**src/hdl/sparse_tile_framebuffer_top_defines.svh**
```systemverilog
// Assertion macros shared by the sparse tile framebuffer RTL.
// Depends on clk and arst_n being visible at the point of use.
`ifndef SPARSE_TILE_FRAMEBUFFER_TOP_DEFINES_SVH
`define SPARSE_TILE_FRAMEBUFFER_TOP_DEFINES_SVH

// antecedent implies consequent in the same cycle
`define STFB_ASSERT_NOW(lbl, ante, cons) \
	lbl: assert property (@(posedge clk) disable iff (!arst_n) (ante) |-> (cons)) \
		else $error("stfb assertion failed");

// antecedent implies consequent in the next cycle
`define STFB_ASSERT_NEXT(lbl, ante, cons) \
	lbl: assert property (@(posedge clk) disable iff (!arst_n) (ante) |=> (cons)) \
		else $error("stfb assertion failed");

`endif

```
**src/hdl/stfb_pkg.sv**
```systemverilog
// Shared types and codes for the sparse tile framebuffer.
// No dependencies.
package stfb_pkg;

	typedef struct packed {
		logic [1:0] operation;
		logic [9:0] x;
		logic [9:0] y;
		logic       color;
		logic [7:0] byte_column;
	} stfb_item_t;

	typedef struct packed {
		logic [1:0] status;
		logic [7:0] data_byte;
		logic       row_active;
	} stfb_result_t;

	localparam logic [1:0] OP_DRAW  = 2'd0;
	localparam logic [1:0] OP_SCAN  = 2'd1;
	localparam logic [1:0] OP_CLEAR = 2'd2;

	localparam logic [1:0] ST_DONE    = 2'd0;
	localparam logic [1:0] ST_IGNORED = 2'd1;
	localparam logic [1:0] ST_FULL    = 2'd2;

	localparam logic [1:0] CODE_WHITE = 2'd2;
	localparam logic [1:0] CODE_BLACK = 2'd1;

	localparam int QDEPTH = 4;

endpackage

```
**src/hdl/stfb_front.sv**
```systemverilog
// Front part: accepts items, splits coordinates into tile and offset, checks range.
// Depends on stfb_pkg.
module stfb_front import stfb_pkg::*; #(
	parameter int SCREEN_WIDTH = 800,
	parameter int SCREEN_HEIGHT = 600,
	parameter int TILE_WIDTH = 20,
	parameter int TILE_HEIGHT = 20,
	localparam int TILES_X = SCREEN_WIDTH / TILE_WIDTH,
	localparam int TILES_Y = SCREEN_HEIGHT / TILE_HEIGHT,
	localparam int TILES = TILES_X * TILES_Y,
	localparam int TB = (TILE_WIDTH + 3) / 4,
	localparam int BB = TILE_HEIGHT * TB,
	localparam int SW = (TILES > 1) ? $clog2(TILES) : 1,
	localparam int TYW = (TILES_Y > 1) ? $clog2(TILES_Y) : 1,
	localparam int OFFW = (BB > 1) ? $clog2(BB) : 1,
	localparam int JW = 2 + 1 + SW + TYW + OFFW + 2 + 1
) (
	input  logic          clk,
	input  logic          arst_n,
	input  logic          start,
	input  stfb_item_t    item,
	input  logic          back_init,
	input  logic          job_pop,
	output logic          busy,
	output logic          job_push,
	output logic [JW-1:0] job
);

	typedef struct packed {
		logic [1:0]      op;
		logic            bad;
		logic [SW-1:0]   slot;
		logic [TYW-1:0]  ty;
		logic [OFFW-1:0] off;
		logic [1:0]      dxlo;
		logic            color;
	} job_t;

	localparam int XS = 10 + $clog2(TILE_WIDTH);
	localparam int YS = 10 + $clog2(TILE_HEIGHT);
	localparam int CS = 8 + $clog2(TB);
	localparam longint XM = ((64'sd1 <<< XS) + TILE_WIDTH - 1) / TILE_WIDTH;
	localparam longint YM = ((64'sd1 <<< YS) + TILE_HEIGHT - 1) / TILE_HEIGHT;
	localparam longint CM = ((64'sd1 <<< CS) + TB - 1) / TB;
	localparam int XPW = 10 + XS + 1;
	localparam int YPW = 10 + YS + 1;
	localparam int CPW = 8 + CS + 1;
	localparam int DYW = (TILE_HEIGHT > 1) ? $clog2(TILE_HEIGHT) : 1;
	localparam int CXW = (TB > 1) ? $clog2(TB) : 1;
	localparam int CRW = $clog2(QDEPTH + 1);

	logic           accept;
	logic [CRW-1:0] credits_q;

	logic [XPW-1:0] xp;
	logic [YPW-1:0] yp;
	logic [CPW-1:0] cp;

	logic        v_s1, v_s2, v_s3;
	logic [1:0]  op_s1;
	logic [9:0]  x_s1, y_s1, tx_s1, ty_s1;
	logic [7:0]  col_s1, tc_s1;
	logic        color_s1;

	logic            is_draw, is_scan, in_range;
	logic [9:0]      dx, txs;
	logic [19:0]     slot_full;
	logic [15:0]     dy_full, db_full;

	logic [1:0]      op_s2;
	logic            bad_s2, color_s2;
	logic [SW-1:0]   slot_s2;
	logic [TYW-1:0]  ty_s2;
	logic [DYW-1:0]  dy_s2;
	logic [CXW-1:0]  cx_s2;
	logic [1:0]      dxlo_s2;

	job_t job_s3;

	assign accept = start && !busy;
	assign busy   = back_init || (credits_q == CRW'(QDEPTH));

	assign xp = XPW'(item.x) * XPW'(XM);
	assign yp = YPW'(item.y) * YPW'(YM);
	assign cp = CPW'(item.byte_column) * CPW'(CM);

	assign is_draw  = (op_s1 == OP_DRAW);
	assign is_scan  = (op_s1 == OP_SCAN);
	assign txs      = is_scan ? {2'b00, tc_s1} : tx_s1;
	assign in_range = ({1'b0, ty_s1} < 11'(TILES_Y)) && ({1'b0, txs} < 11'(TILES_X));
	assign dx       = 10'(16'(x_s1) - 16'(tx_s1) * 16'(TILE_WIDTH));
	assign dy_full  = 16'(y_s1) - 16'(ty_s1) * 16'(TILE_HEIGHT);
	assign db_full  = 16'(col_s1) - 16'(tc_s1) * 16'(TB);
	assign slot_full = 20'(ty_s1) * 20'(TILES_X) + 20'(txs);

	assign job_push = v_s3;
	assign job      = job_s3;

	always_ff @(posedge clk) begin
		op_s1    <= item.operation;
		x_s1     <= item.x;
		y_s1     <= item.y;
		col_s1   <= item.byte_column;
		color_s1 <= item.color;
		tx_s1    <= xp[XS +: 10];
		ty_s1    <= yp[YS +: 10];
		tc_s1    <= cp[CS +: 8];

		op_s2    <= op_s1;
		bad_s2   <= (op_s1 == OP_CLEAR) ? 1'b0 : !((is_draw || is_scan) && in_range);
		color_s2 <= color_s1;
		slot_s2  <= SW'(slot_full);
		ty_s2    <= TYW'(ty_s1);
		dy_s2    <= DYW'(dy_full);
		cx_s2    <= is_scan ? CXW'(db_full) : CXW'(dx >> 2);
		dxlo_s2  <= dx[1:0];

		job_s3.op    <= op_s2;
		job_s3.bad   <= bad_s2;
		job_s3.slot  <= slot_s2;
		job_s3.ty    <= ty_s2;
		job_s3.off   <= OFFW'(16'(dy_s2) * 16'(TB) + 16'(cx_s2));
		job_s3.dxlo  <= dxlo_s2;
		job_s3.color <= color_s2;
	end

	always_ff @(posedge clk or negedge arst_n) begin
		if (!arst_n) begin
			v_s1      <= 1'b0;
			v_s2      <= 1'b0;
			v_s3      <= 1'b0;
			credits_q <= '0;
		end else begin
			v_s1      <= accept;
			v_s2      <= v_s1;
			v_s3      <= v_s2;
			credits_q <= credits_q + CRW'(accept) - CRW'(job_pop);
		end
	end

endmodule

```
**config.mk**
```make
export PLATFORM = sky130hd
export DESIGN_NAME = stfb_front
export DESIGN_NICKNAME = d
export VERILOG_FILES = /design/src/hdl/sparse_tile_framebuffer_top_defines.svh /design/src/hdl/stfb_pkg.sv /design/src/hdl/stfb_front.sv
export SDC_FILE = /design/constraint.sdc
export NUM_CORES = 1
export LEC_CHECK = 0
export BUFFER_PORTS_ARGS = -buffer_cell sky130_fd_sc_hd__buf_2
export CORE_AREA = 2 2 167 169
export DETAILED_ROUTE_END_ITERATION = 12
export DIE_AREA = 0 0 169 171
export SYNTH_ARGS = -nofsm -noshare
export SYNTH_HDL_FRONTEND = slang
export SYNTH_SLANG_ARGS = --single-unit
```
**constraint.sdc**
```tcl
create_clock -name clk -period 2.3 [get_ports clk]
set_input_delay 0.23 -clock clk [delete_from_list [all_inputs] [get_ports clk]]
set_output_delay 0.23 -clock clk [all_outputs]
set_load 0.005 [all_outputs]
```
==> summary.md <==
| Metric | Value |
|---|---|
| Status | `complete, but fails checks` |
| Violated checks | `negative setup slack` |
| Synth Warn # | `0` |
| Fin nets | `1264` |
| Netlist Area Pre-Place | `around 8000 µm²` |
| Routed len/inst | `11.91 µm` |
| Measured slew at the worst slew-check pin | `about 420 ps` |
| Most common cell after layout, fill and taps aside | `ha_1` |
| Ant diodes | `0` |
| Crit path buffers/inverters | `3` |
| Switch Pwr | `4.713 mW` |
| Max Buffers Root-to-Sink | `2` |
| H-tree depth | `3` |
| Cell mode on critical path | `fa_1` |
| Synth Area per Inst | `around 11 µm²` |
| VDD IR-drop max | `0.4894 mV` |
| Worst Hold Path Cells | `1` |
| Max-Cap Viols | `0` |
| Hold Crit Start | `item[30]` |
| Int Pwr | `a little over 7 mW` |
| Power share of the combinational group | `between 60% and 70%` |
| Largest area contributor in the netlist | `ha_1` |
| Die width | `169 µm` |
| Critical path startpoint category | `input pin` |
| RSZ-0062 raised after global routing | `true` |
| Initial core utilization | `~29%` |
| Leakage | `~5.6 nW` |
| Gp weighted congestion | `roughly 0.79` |
| Part of the power in registers | `23.4%` |
| Register-to-Register Path Depth | `8` |
| Area delta synth->final | `32.15%` |
| Tcrit/Tclk final | `163.0%` |
| CTS tree | `done` |
| Share of post-route cells with drive strength above 1 | `a little under a third` |
| I/O pin count | `67` |
| Vias per inst | `slightly above 4` |
| Detail Placement HPWL | `13780 µm` |
| Register area share after synthesis | `25.01%` |
| Switching share of power | `39.95%` |
| Placed cell areas | `around 9900 µm²` |
| Slew headroom | `between 70 and 80%` |
| CP Data Arrival Time | `between 3000 and 4000 ps` |
| GR Overflow Total | `0` |
| Crit-path slowest cell | `fa_2` |
| Clock slew at reported path FFs | `roughly 70 ps` |
| Critical Path Max Stage Delay | `about 560 ps` |
| Worst setup EP type | `register` |
| Worst Clk Skew | `~5.9 ps` |
| Vias in the first global route | `5602` |
| GRT Util Overall | `11.31%` |
| Clock share of power | `between 10% and 20%` |
| Hold-critical path endpoint | `op_s1[1]` |
| RR Startpoint | `dy_s2[0]` |
| Global-route wire length before repair | `between 20000 and 30000 µm` |
| Synth Register Bits | `99` |
| Yosys top cell area share | `29.55%` |
| Library cells used by synthesis | `51` |
| CTS sink cnt | `99` |
| Slew Limit Fails | `0` |
| Post-synth EDFFs | `0` |
| Core Box Area | `27320 µm²` |
| Clock Root Buffer | `clkbuf_16` |
| Syn nets | `~1100` |
| Clock Latency Late Sink | `between 300 and 400 ps` |
| Final Hold Fails | `0` |
| Largest net degree at the start of global routing | `18` |
| Ranking of synthesized cells by area | `ha_1 30%, dfxtp_1 23%, fa_1 19%, inv_1 8.5%, xnor2_1 3.5%` |
| Number of buffers created by CTS | `9` |
| Port buffer count | `66` |
| Gate Count Post-Synth | `749` |
| Highest-count cells in the layout ignoring fill and taps | `174 x ha_1, 167 x inv_1, 132 x buf_4` |
| Post-synth ARST share | `6.061%` |
| Post-route minimum period | `3750 ps` |
| Pre-CTS setup slack | `-1901 ps` |
| Critical Path RT | `2520 ps` |
| Initial DRC Count | `about 120` |
| Synth Flop Type | `dfxtp_1` |
| Setup ws final | `-1450 ps` |
| CP Cell Sequence | `buf_8, fa_2, inv_2, fa_2, fa_1, inv_2, fa_1, fa_1, ha_4, a21oi_2, o21a_1, nor3b_2, nor4b_4, o21ai_2, xnor2_1` |
| Row cnt | `61` |
| Cell family with most CP delay | `adder cells` |
| Antenna Nets Post-Route | `0` |
| Drt first pass iters | `4` |
| Critical path class | `input pin to register` |
| DRC | `0` |
| Die Ht | `171 µm` |
| Final setup violating endpoints | `18` |
| Total die area | `28900 µm²` |
| Reg-to-reg endpoint | `job[9]` |
| Pwr Density | `1110 nW/µm²` |
| Min-Delay Path Class | `input pin to register` |
| Via count | `5461` |
| Flop2flop setup slack | `between 150 and 200 ps` |
| Fmax | `around 270 MHz` |
| Total wire length | `~16000 µm` |
| Max FO, Critical Path | `4` |
| Antenna violations before repair | `1` |
| Fin area | `10630 µm²` |
through the flow:
stage | cells | setup TNS, ps | power [mW] | hold slack, ps | util, %
after floorplan | 749 | -23110 | 7.456 | -65.59 | -
after global placement | 1287 | -28610 | 9.495 | 57.43 | 36.36
after detailed placement | 1287 | -28730 | 9.596 | 60.98 | 36.36
after CTS | 1312 | -20970 | 11.59 | 12.76 | 38.32
after global routing | 1313 | -22660 | 13.00 | 9.681 | 38.90
final | 1313 | -20550 | 11.80 | 34.00 | 38.90
how the worst max path moves through the flow:
stage / to / cells after the start / from
after floorplan: ty_s1[5] / 14 / item[16]
after global placement: ty_s1[5] / 15 / item[16]
after detailed placement: tx_s1[5] / 15 / item[26]
after CTS: ty_s1[5] / 15 / item[16]
after global routing: ty_s1[1] / 17 / item[16]
final: tx_s1[5] / 15 / item[28]
timing repair:
| item | in CTS | in global routing |
|---|---|---|
| setup buffers | 7 | 1 |
| setup endpoints to repair | 18 | 21 |
| pin swaps | 51 | 29 |
| hold buffers | 2 | 0 |
| hold endpoints to repair | 7 | 0 |
| gates resized for setup | 50 | 28 |
power by group through the flow:
stage | clock network [mW] | registers (mW) | logic [mW]
after floorplan | 0 | 2.71 | 4.75
after global placement | 0 | 2.80 | 6.69
after detailed placement | 0 | 2.81 | 6.78
after CTS | 1.43 | 2.78 | 7.39
after global routing | 1.50 | 2.83 | 8.67
final | 1.38 | 2.76 | 7.65
cells by family (layout without fill, tap and decap cells):
logic type,count (synthesis),count (layout),share of synthesized area [%]
AO/OA/AOI/OAI,84,84,7.513
XOR/XNOR,50,50,5.444
adder cells (fa/ha/maj),266,266,48.47
buffers and inverters,184,402,8.602
flip-flops,99,99,25.01
multiplexers,7,7,0.9488
AND/OR/NAND/NOR,59,59,4.013
worst register-to-register path: cells and delay by family (launching register included):
family | cells | cell delay [ps]
fa+ha+maj | 3 | 930
compound gates | 4 | 660
xor+xnor | 1 | 130
flops | 1 | 330
sequential cells by signal, summed over array words and instances (netlist names), 5 cells and up:
signal and cells:
dy_s2 5, job 29, slot_s2 11, tc_s1 6, tx_s1 6, ty_s1 6
ty_s2 5, x_s1 5, y_s1 5
area by class of cell:
class / count / area (µm²)
multi-input cells: 466 / 5782
well taps: 346 / 432.9
flip-flops and latches: 99 / 2012
clock inverters: 7 / 51.30
repair buffers: 203 / 1440
inverters: 183 / 686.9
fillers: 2691 / 16690
clock buffers: 9 / 225.2
cells in the mapped netlist, drive strengths merged (5+ instances only):
library cell  count
fa               76
ha              190
nand2            16
a21oi            32
mux2              5
o21ai            13
inv             182
nor2             16
dfxtp            93
dfrtp             6
a21o             14
xnor2            32
xor2             18
metal layers:
| metal | track usage [%] | vias up | wire (µm) |
|---|---|---|---|
| met4 | 3.233 | 0 | 254 |
| met3 | 1.781 | 16 | 308 |
| met2 | 18.82 | 59 | 7252 |
| met1 | 15.22 | 2561 | 7816 |
| li1 | - | 2825 | - |
| met5 | 0 | - | 0 |
(Power assumes the default switching activity.)
