`src/hdl/sparse_tile_framebuffer_top_defines.svh`:
```
// Assertion macros shared by the sparse tile framebuffer RTL.
// Depends on clk and arst_n being visible at the point of use.
`ifndef SPARSE_TILE_FRAMEBUFFER_TOP_DEFINES_SVH
`define SPARSE_TILE_FRAMEBUFFER_TOP_DEFINES_SVH

// antecedent implies consequent in the same cycle
`define STFB_ASSERT_NOW(lbl, ante, cons) \
	lbl: assert property (@(posedge clk) disable iff (!arst_n) (ante) |-> (cons)) \
		else $error("stfb assertion failed");

// antecedent implies consequent in the next cycle
`define STFB_ASSERT_NEXT(lbl, ante, cons) \
	lbl: assert property (@(posedge clk) disable iff (!arst_n) (ante) |=> (cons)) \
		else $error("stfb assertion failed");

`endif

```
`src/hdl/stfb_fifo.sv`:
```
// Short job queue between the front and back parts.
// No dependencies.
module stfb_fifo #(
	parameter int W = 8,
	parameter int DEPTH = 4,
	localparam int AW = (DEPTH > 1) ? $clog2(DEPTH) : 1,
	localparam int CW = $clog2(DEPTH + 1)
) (
	input  logic         clk,
	input  logic         arst_n,
	input  logic         push,
	input  logic [W-1:0] din,
	input  logic         pop,
	output logic [W-1:0] dout,
	output logic         empty
);

	logic [W-1:0]  mem_q [DEPTH];
	logic [AW-1:0] wptr_q, rptr_q;
	logic [CW-1:0] count_q;

	assign dout  = mem_q[rptr_q];
	assign empty = (count_q == '0);

	always_ff @(posedge clk) begin
		if (push) begin
			mem_q[wptr_q] <= din;
		end
	end

	always_ff @(posedge clk or negedge arst_n) begin
		if (!arst_n) begin
			wptr_q  <= '0;
			rptr_q  <= '0;
			count_q <= '0;
		end else begin
			if (push) begin
				wptr_q <= (wptr_q == AW'(DEPTH - 1)) ? '0 : wptr_q + 1'b1;
			end
			if (pop) begin
				rptr_q <= (rptr_q == AW'(DEPTH - 1)) ? '0 : rptr_q + 1'b1;
			end
			count_q <= count_q + CW'(push) - CW'(pop);
		end
	end

endmodule

```
`config.mk`:
```
export PLATFORM = sky130hd
export DESIGN_NAME = stfb_fifo
export DESIGN_NICKNAME = d
export VERILOG_FILES = /design/src/hdl/sparse_tile_framebuffer_top_defines.svh /design/src/hdl/stfb_fifo.sv
export SDC_FILE = /design/constraint.sdc
export NUM_CORES = 1
export LEC_CHECK = 0
export BUFFER_PORTS_ARGS = -buffer_cell sky130_fd_sc_hd__buf_2
export CAP_MARGIN = 25
export CORE_MARGIN = 2
export CORE_UTILIZATION = 55
export CTS_CLUSTER_DIAMETER = 60
export CTS_CLUSTER_SIZE = 20
export DETAILED_ROUTE_END_ITERATION = 6
export GPL_ROUTABILITY_DRIVEN = 0
export GPL_TIMING_DRIVEN = 0
export PLACE_DENSITY_LB_ADDON = 0.2
export SYNTH_ARGS = -nofsm -noshare
export SYNTH_HDL_FRONTEND = slang
export SYNTH_SLANG_ARGS = --single-unit
```
`constraint.sdc`:
```
create_clock -name clk -period 1.7 [get_ports clk]
set_input_delay 0.17 -clock clk [delete_from_list [all_inputs] [get_ports clk]]
set_output_delay 0.17 -clock clk [all_outputs]
set_load 0.01 [all_outputs]
```
==> results of run 1 <==
[synth_stat cells (2+ instances only)]
master    count  area [sq um]
xnor2_1       2          17.5
mux4_2        8           180
inv_1         6          22.5
and2_1        4          25.0
o21ai_0       2          10.0
mux2_2        2          22.5
ha_1          7          87.6
edfxtp_1     32           961
dfrtp_1       7           175
[worst max-delay path, delay by kind of cell (launching register included)]
kind                   cells  cell delay [ps]
buffers and inverters      2              320
DFF                        1              450
muxes                      1              470
[cells in the final DEF (no fill, tap or decap)]
cell type / count
xnor2_2: 1
or3b_1: 1
buf_6: 4
buf_12: 1
inv_1: 6
clkinv_4: 1
buf_4: 1
nor3_1: 1
fa_2: 1
xnor2_1: 1
edfxtp_1: 32
o21ai_0: 2
mux2_2: 2
nand2_1: 1
nor2_1: 1
clkinv_2: 1
clkbuf_4: 5
bufinv_16: 1
clkbuf_16: 1
dfrtp_2: 1
buf_2: 17
ha_1: 7
mux4_2: 8
and2_1: 4
dlygate4sd3_1: 1
dfrtp_1: 6
[cells by family (layout without fill, tap and decap cells)]
kind of cell | Yosys count | after routing | share of synthesized area
AND/OR/NAND/NOR | 8 | 8 | 0.0297
flip-flops | 39 | 39 | 0.729
XOR/XNOR | 2 | 2 | 0.0112
buffers and inverters | 8 | 39 | 0.0249
adder cells (fa/ha/maj) | 8 | 8 | 0.0690
AO/OA/AOI/OAI | 2 | 2 | 0.00642
multiplexers | 10 | 10 | 0.130
[report_power, final]
group	leakage (nW)	switching (mW)	internal [mW]
logic	0.302	0.479	0.638
registers	0.376	0.110	1.26
clock network	0.0452	0.305	0.309
total	0.723	0.894	2.21
[cell type report]
type | instances | area, sq um | area share
sequential | 39 | 1140 | 0.609
tap | 31 | 38.8 | 0.0208
clock buffer | 5 | 37.5 | 0.0201
multi-input combinational | 30 | 394 | 0.211
inverter | 6 | 22.5 | 0.0121
timing repair buffer | 23 | 168 | 0.0898
clock inverter | 3 | 43.8 | 0.0235
buffer | 2 | 25.0 | 0.0134
[metal layers]
layer | track usage | vias up | wire (microns)
li1 | - | 350 | -
met1 | 0.206 | 365 | 1100
met2 | 0.238 | 19 | 1080
met3 | 0.0658 | 5 | 129
met4 | 0.0797 | 0 | 40
met5 | 0 | - | 0
[worst max path at each step]
stage          cells past startpoint  slack (ps)         end        from
2_1_floorplan                      8         130  count_q[2]  count_q[0]
5_1_grt                            3        -120     dout[6]   rptr_q[0]
6_report                           3         -50     dout[7]   rptr_q[0]
4_1_cts                            3         -70     dout[2]   rptr_q[0]
3_5_place_dp                       8          70  count_q[2]  count_q[0]
3_3_place_gp                       8         100  count_q[2]  count_q[0]
[per-stage QoR]
step,setup WS [ps],hold WS (ps),instance area (sq um),TNS [ps]
floorplan,133,-126,1560,0
detailed placement,68.7,16.0,1700,0
global placement,98.2,12.2,1700,0
CTS,-72.8,7.10,1800,-457
global route,-115,8.10,1870,-907
finish,-48.9,30.0,1870,-337
[state kept, by name (all words and copies together), names as in the netlist]
register  flops
count_q       3
mem_q        32
rptr_q        2
wptr_q        2
[what timing repair did]
item / in CTS / in global routing
hold buffers: 1 / 0
cloned: 0 / 1
setup buffers: 0 / 1
resized for setup: 2 / 7
endpoints found under the hold margin: 7 / 0
setup endpoints to repair: 8 / 9
==> flow_metrics.tcl, run 1 <==
set metrics [dict create \
    p_leak_nw 0.723 \
    grt_pass1_vias 737 \
    crit_type "flip-flop to output port" \
    clock_latency_ps 350 \
    tritoncts "done" \
    grt_setup_unrepaired "yes" \
    violations "setup timing" \
    hold_violations 0 \
    syn_inst 77 \
    timing.rr.start "count_q[0]" \
    setup_viol 8 \
    num-nets-final 127 \
    drive_gt1_frac 0.417 \
    synthArstFlopShare 0.179 \
    synth_ff_type "edfxtp_1" \
    place_inst 128 \
    track_usage 0.160 \
    layout_setup_ws_ps -48.9 \
    dp.final_hpwl_mm 1.51 \
    crit_chain "clkbuf_16, mux4_2, buf_2" \
    min_period_ps 1750 \
    cts-root-buf "clkbuf_4" \
    ant_nets 0 \
    synth_cell_types 16 \
    cts_max_path_buffers 2 \
    rr_worst_depth 8 \
    hold_start "din[2]" \
    r2r_end "count_q[2]" \
    dr.pass1.iters 4 \
    synthToLayoutAreaGrowth_pct 19.7 \
    hold_path_depth 1 \
    r2r_slack_ps 80 \
    num_io_pins 21 \
    holdPathEnd "mem_q[3][2]" \
    startpoint_type "flip-flop" \
    grt_pass1_wl_mm 3.57 \
    status "complete, but fails checks" \
    tightestPinTransition_ps 453 \
    fp.dieArea_sq_um 3280 \
    post-route-drc-count 0 \
    synth_seq_cells 39 \
    power_mw 3.10 \
    cts_made_buffers 5 \
    fin_skew_ps 6.69 \
    period_share 1.03 \
    synth_edf_count 32 \
    max_stage_delay_ps 470 \
    fin_util 0.683 \
    dr.first_iter.drc_count 9 \
    coreArea_sq_um 2730 \
    antenna_cells 0 \
    routedWlPerCell_microns 16.9 \
    drt-vias-per-instance 5.32 \
    synth.yosys.seq_area_share 0.729 \
    crit_path_end_kind "output port" \
    fp.dieW_microns 57.2 \
    ir_worst_vdd_v 0.00116 \
    h-tree-depth 2 \
    cp_max_fo 4 \
    numPortBuffers 20 \
    antenna_found_initial 0 \
    nFillCells 174 \
    die_h_microns 57.2 \
    fp-row-count 19 \
    vias 739 \
    fmax_mhz 572 \
    max-cap-violations 0 \
    final_cells 139 \
    syn_area_per_cell_sq_um 20.2 \
    synth_nets 97 \
    wl_mm 2.35 \
    cts.sinks 39 \
    cp_slowest_cell "mux4_2" \
    hold_class "primary input to flip-flop" \
    clk_pin_slew_ps 120 \
    maxSlewHeadroom 0.698 \
    synth_warnings 0 \
    start_util 0.570 \
    p_per_area_nw_per_um2 1660 \
    worst_ep_arrival_time_ps 1580 \
    cp.required_ps 1530 \
    drv_slew 0 \
    overflow 0 \
    grt_max_degree 14 \
    synthesis.area_sq_um 1560 \
]
Note: power is estimated with default switching activity, not from simulation.
==> run 2, diff against run 1 <==
- PLACE_DENSITY_LB_ADDON: 0.2 -> 0.3
==> flow_metrics.tcl, run 2 (same netlist as run 1, synthesis figures left out) <==
set metrics [dict create \
    layout_common_cells "edfxtp_1, buf_2, mux4_2, ha_1" \
    routedWlPerCell_microns 18.7 \
    wl_mm 2.62 \
    path_buf_inv 2 \
    clock_latency_ps 340 \
    layout_setup_ws_ps -31.5 \
    switching_share 0.299 \
    layout_commonest_cell "edfxtp_1" \
    crit_chain "buf_8, mux4_2, buf_6" \
    cp.required_ps 1530 \
    min_period_ps 1730 \
    period_share 1.02 \
    cts.sinks 39 \
    largest_reg_flops 32 \
    pwr-share-comb 0.396 \
    num-nets-final 128 \
    p_per_area_nw_per_um2 1650 \
    fp.dieW_microns 57.2 \
    violations "setup timing" \
    post-route-drc-count 0 \
    ant_nets 0 \
    worst_ep_arrival_time_ps 1560 \
    final_cells 140 \
    power_frac_seq 0.449 \
    num_io_pins 21 \
    numPortBuffers 20 \
    p_leak_nw 0.718 \
    fp-row-count 19 \
    startpoint_type "flip-flop" \
    cp_slowest_cell "mux4_2" \
    fp.dieArea_sq_um 3280 \
    coreArea_sq_um 2730 \
    setup_viol 8 \
    die_h_microns 57.2 \
    grt_max_degree 12 \
    drive_gt1_frac 0.404 \
    cts_made_buffers 5 \
    antenna_cells 0 \
    hold-worst-slack_ps 42.8 \
    status "complete, but fails checks" \
    h-tree-depth 2 \
    hold_violations 0 \
    dp.final_hpwl_mm 1.72 \
    reg_top3 "mem_q: 32 flops, count_q: 3 flops" \
    ir_worst_vdd_v 0.00136 \
    hold_class "primary input to flip-flop" \
    dr.pass1.iters 5 \
    max_stage_delay_ps 520 \
    grt_setup_unrepaired "yes" \
    cp_max_fo 5 \
    fin_skew_ps 13.2 \
    place_inst 128 \
    track_usage 0.172 \
    nFillCells 180 \
    cts-root-buf "clkbuf_4" \
    dr.first_iter.drc_count 23 \
    p_sw_mw 0.915 \
    max-cap-violations 0 \
    grt_pass1_wl_mm 3.98 \
    vias 776 \
    drt-vias-per-instance 5.54 \
    fmax_mhz 578 \
    maxSlewHeadroom 0.703 \
    regMostFlops "mem_q" \
    tightestPinTransition_ps 445 \
    clk_pin_slew_ps 120 \
    drv_slew 0 \
    cts_max_path_buffers 2 \
    crit_family "multiplexers" \
    crit_path_end_kind "output port" \
    crit_type "flip-flop to output port" \
    p_clk_frac 0.155 \
    antenna_found_initial 0 \
    start_util 0.570 \
    power.internal_mw 2.15 \
    tritoncts "done" \
    overflow 0 \
    synthToLayoutAreaGrowth_pct 19.3 \
    grt_pass1_vias 854 \
]
-- run 2: cell count changes in the layout (fill, tap and decap cells not counted), sizes merged --
cell,before,now
clkinv,2,1
clkbuf,6,8
bufinv,1,0
buf,23,24
-- run 2: worst register-to-register path: stages, from the launching register on --
cell	delay, ps
dfrtp_1	370
inv_1	50
ha_1	280
inv_1	60
ha_1	130
inv_1	50
fa_2	360
xnor2_2	150
xnor2_1	130
-- run 2: cell type report --
cell class | count | area (sq um) | area share
Tap cell | 31 | 38.8 | 0.0209
Sequential cell | 39 | 1140 | 0.612
Inverter | 6 | 22.5 | 0.0121
Clock inverter | 1 | 3.75 | 0.00202
Timing Repair Buffer | 24 | 188 | 0.101
Buffer | 2 | 20.0 | 0.0108
Multi-Input combinational cell | 30 | 394 | 0.212
Clock buffer | 7 | 55.1 | 0.0296
-- run 2: power by group through the flow --
stage | sequential (mW) | clock, mW | combinational [mW]
2_1_floorplan | 1.35 | 0 | 0.678
3_3_place_gp | 1.36 | 0 | 0.916
3_5_place_dp | 1.38 | 0 | 0.968
4_1_cts | 1.36 | 0.482 | 1.11
5_1_grt | 1.39 | 0.520 | 1.33
6_report | 1.37 | 0.474 | 1.21
-- run 2: repair_timing --
action                     in CTS  in global routing
hold endpoints to repair        7                  0
setup endpoints to repair       9                  9
hold buffers                    1                  0
cloned                          0                  1
gates resized for setup         6                  4
buffers inserted                2                  0
-- run 2: layer usage --
metal,wire [microns],global-route usage
met1,1050,0.199
met2,1460,0.300
met3,91,0.0499
met4,16,0.0698
met5,0,0
-- run 2: final timing paths --
kind                            slack [ps]  cells past startpoint           to       start
worst max-delay path                   -30                      3      dout[3]   rptr_q[0]
worst min-delay path                    40                      1  mem_q[0][4]      din[4]
worst max register to register          20                      8   count_q[2]  count_q[0]
worst min register to register         560                      1   count_q[2]  count_q[1]
max in group asynchronous             1320                      2    rptr_q[0]      arst_n
min in group asynchronous              210                      2   count_q[2]      arst_n
-- run 2: per-stage QoR --
stage	util	setup WS, ps	TNS, ps	power [mW]	area [sq um]
after floorplan	-	133	0	2.02	1560
after detailed placement	0.621	-26.2	-26.2	2.34	1700
final	0.680	-31.5	-166	3.06	1860
after CTS	0.664	-52.3	-285	2.95	1810
after global placement	0.621	84.9	0	2.27	1700
after global routing	0.680	-96.5	-739	3.24	1860
==> run 3, diff against run 2 <==
- CORE_UTILIZATION: 55 -> 50
- clock period: 1.7 -> 1.9 ns (I/O delays scaled with it)
==> flow_metrics.tcl, run 3 (same netlist as run 1, synthesis figures left out) <==
set metrics [dict create \
    status "complete, no violations" \
    layout_common_cells "edfxtp_1, buf_2, mux4_2, ha_1, dfrtp_1" \
    post_cts_buffers 0 \
    grt_setup_unrepaired "no" \
    tightestPinTransition_ps 457 \
    routedWlPerCell_microns 16.3 \
    antenna_found_initial 0 \
    cts_max_path_buffers 2 \
    cts-root-buf "clkbuf_4" \
    crit_chain "buf_6, mux4_2, buf_2" \
    synthToLayoutAreaGrowth_pct 15.2 \
    cts.sinks 39 \
    place_ws_ps 253 \
    track_usage 0.151 \
    crit_path_end_kind "output port" \
    cts_resized 0 \
    p_per_area_nw_per_um2 1440 \
    grt_pass1_wl_mm 3.62 \
    reg_top3 "mem_q: 32 flops, count_q: 3 flops" \
    postCtsHoldBufs 1 \
    p_leak_nw 0.693 \
    worst_ep_arrival_time_ps 1560 \
    layout_commonest_cell "edfxtp_1" \
    clk_pin_slew_ps 110 \
    nFillCells 235 \
    regMostFlops "mem_q" \
    place_inst 130 \
    antenna_cells 0 \
    rr_worst_depth 8 \
    tritoncts "done" \
    hold_violations 0 \
    fp-row-count 20 \
    startpoint_type "flip-flop" \
    maxSlewHeadroom 0.696 \
    start_util 0.519 \
    final_area_sq_um 1800 \
    fmax_mhz 571 \
    drv_slew 0 \
    crit_type "flip-flop to output port" \
    fin_tns_setup_ps 0 \
    num-nets-final 125 \
    hold_path_depth 1 \
    max-cap-violations 0 \
    fp.dieArea_sq_um 3580 \
    ant_nets 0 \
    dr.pass1.iters 4 \
    drt-vias-per-instance 5.26 \
    layout_setup_ws_ps 150 \
    post-route-drc-count 0 \
    vias 731 \
    die_h_microns 59.8 \
    setup_viol 0 \
    grt_max_degree 13 \
    postPlaceCellArea_sq_um 1700 \
    ir_worst_vdd_v 0.000712 \
    wl_mm 2.27 \
    coreArea_sq_um 3000 \
    num_io_pins 21 \
    min_period_ps 1750 \
    cp.required_ps 1710 \
    fin_skew_ps 7.30 \
    numPortBuffers 20 \
    h-tree-depth 2 \
    fp.dieW_microns 59.8 \
    cp_max_fo 10 \
    overflow 0 \
    cts_made_buffers 5 \
    dp.final_hpwl_mm 1.56 \
    clock_latency_ps 340 \
    hold_class "primary input to flip-flop" \
    cp_slowest_cell "mux4_2" \
    grt_pass1_vias 771 \
    largest_reg_flops 32 \
    final_cells 139 \
    max_stage_delay_ps 510 \
    drive_gt1_frac 0.377 \
    dr.first_iter.drc_count 11 \
    period_share 0.921 \
]
[run 3: cell type report]
| type | count | area [sq um] | share of cell area |
|---|---|---|---|
| inverter | 6 | 22.5 | 0.0125 |
| buffer | 2 | 16.3 | 0.00905 |
| timing repair buffer | 21 | 110 | 0.0613 |
| clock buffer | 6 | 51.3 | 0.0286 |
| sequential | 39 | 1140 | 0.632 |
| multi-input combinational | 30 | 384 | 0.214 |
| clock inverter | 2 | 35.0 | 0.0195 |
| tap | 33 | 41.3 | 0.0230 |
[run 3: final timing paths]
kind                       slack [ps]     endpoint       start
setup / recovery                  150      dout[6]   rptr_q[0]
hold / removal                     60  mem_q[2][5]      din[5]
setup reg to reg                  250   count_q[2]  count_q[0]
hold reg to reg                   540   count_q[2]  count_q[1]
max in group asynchronous        1530    wptr_q[0]      arst_n
min in group asynchronous         220   count_q[2]      arst_n
[run 3: report_power, final]
part	switching [mW]	total, mW	internal [mW]	leakage, nW
logic	0.406	0.822	0.416	0.268
clock network	0.250	0.561	0.311	0.0482
registers	0.0797	1.21	1.13	0.377
total	0.736	2.59	1.85	0.693
[run 3: layer usage]
layer / GRT usage / vias up / part of all wire
met4: 0.0952 / 0 / 0.023
met3: 0.0476 / 5 / 0.041
met5: 0 / - / 0
met2: 0.242 / 15 / 0.52
met1: 0.176 / 365 / 0.41
li1: - / 346 / -
[run 3: stage by stage]
stage | hold slack, ps | total power [mW] | utilization
2_1_floorplan | -106 | 1.81 | -
3_3_place_gp | 28.6 | 2.03 | 0.566
3_5_place_dp | 32.0 | 2.08 | 0.566
4_1_cts | 45.7 | 2.64 | 0.598
5_1_grt | 42.6 | 2.78 | 0.598
6_report | 57.9 | 2.59 | 0.598
[run 3: critical path: cells and delay by family, from the launching register on]
family | cells | cell delay, ps
mux | 1 | 510
flops | 1 | 380
buf+inv | 2 | 330
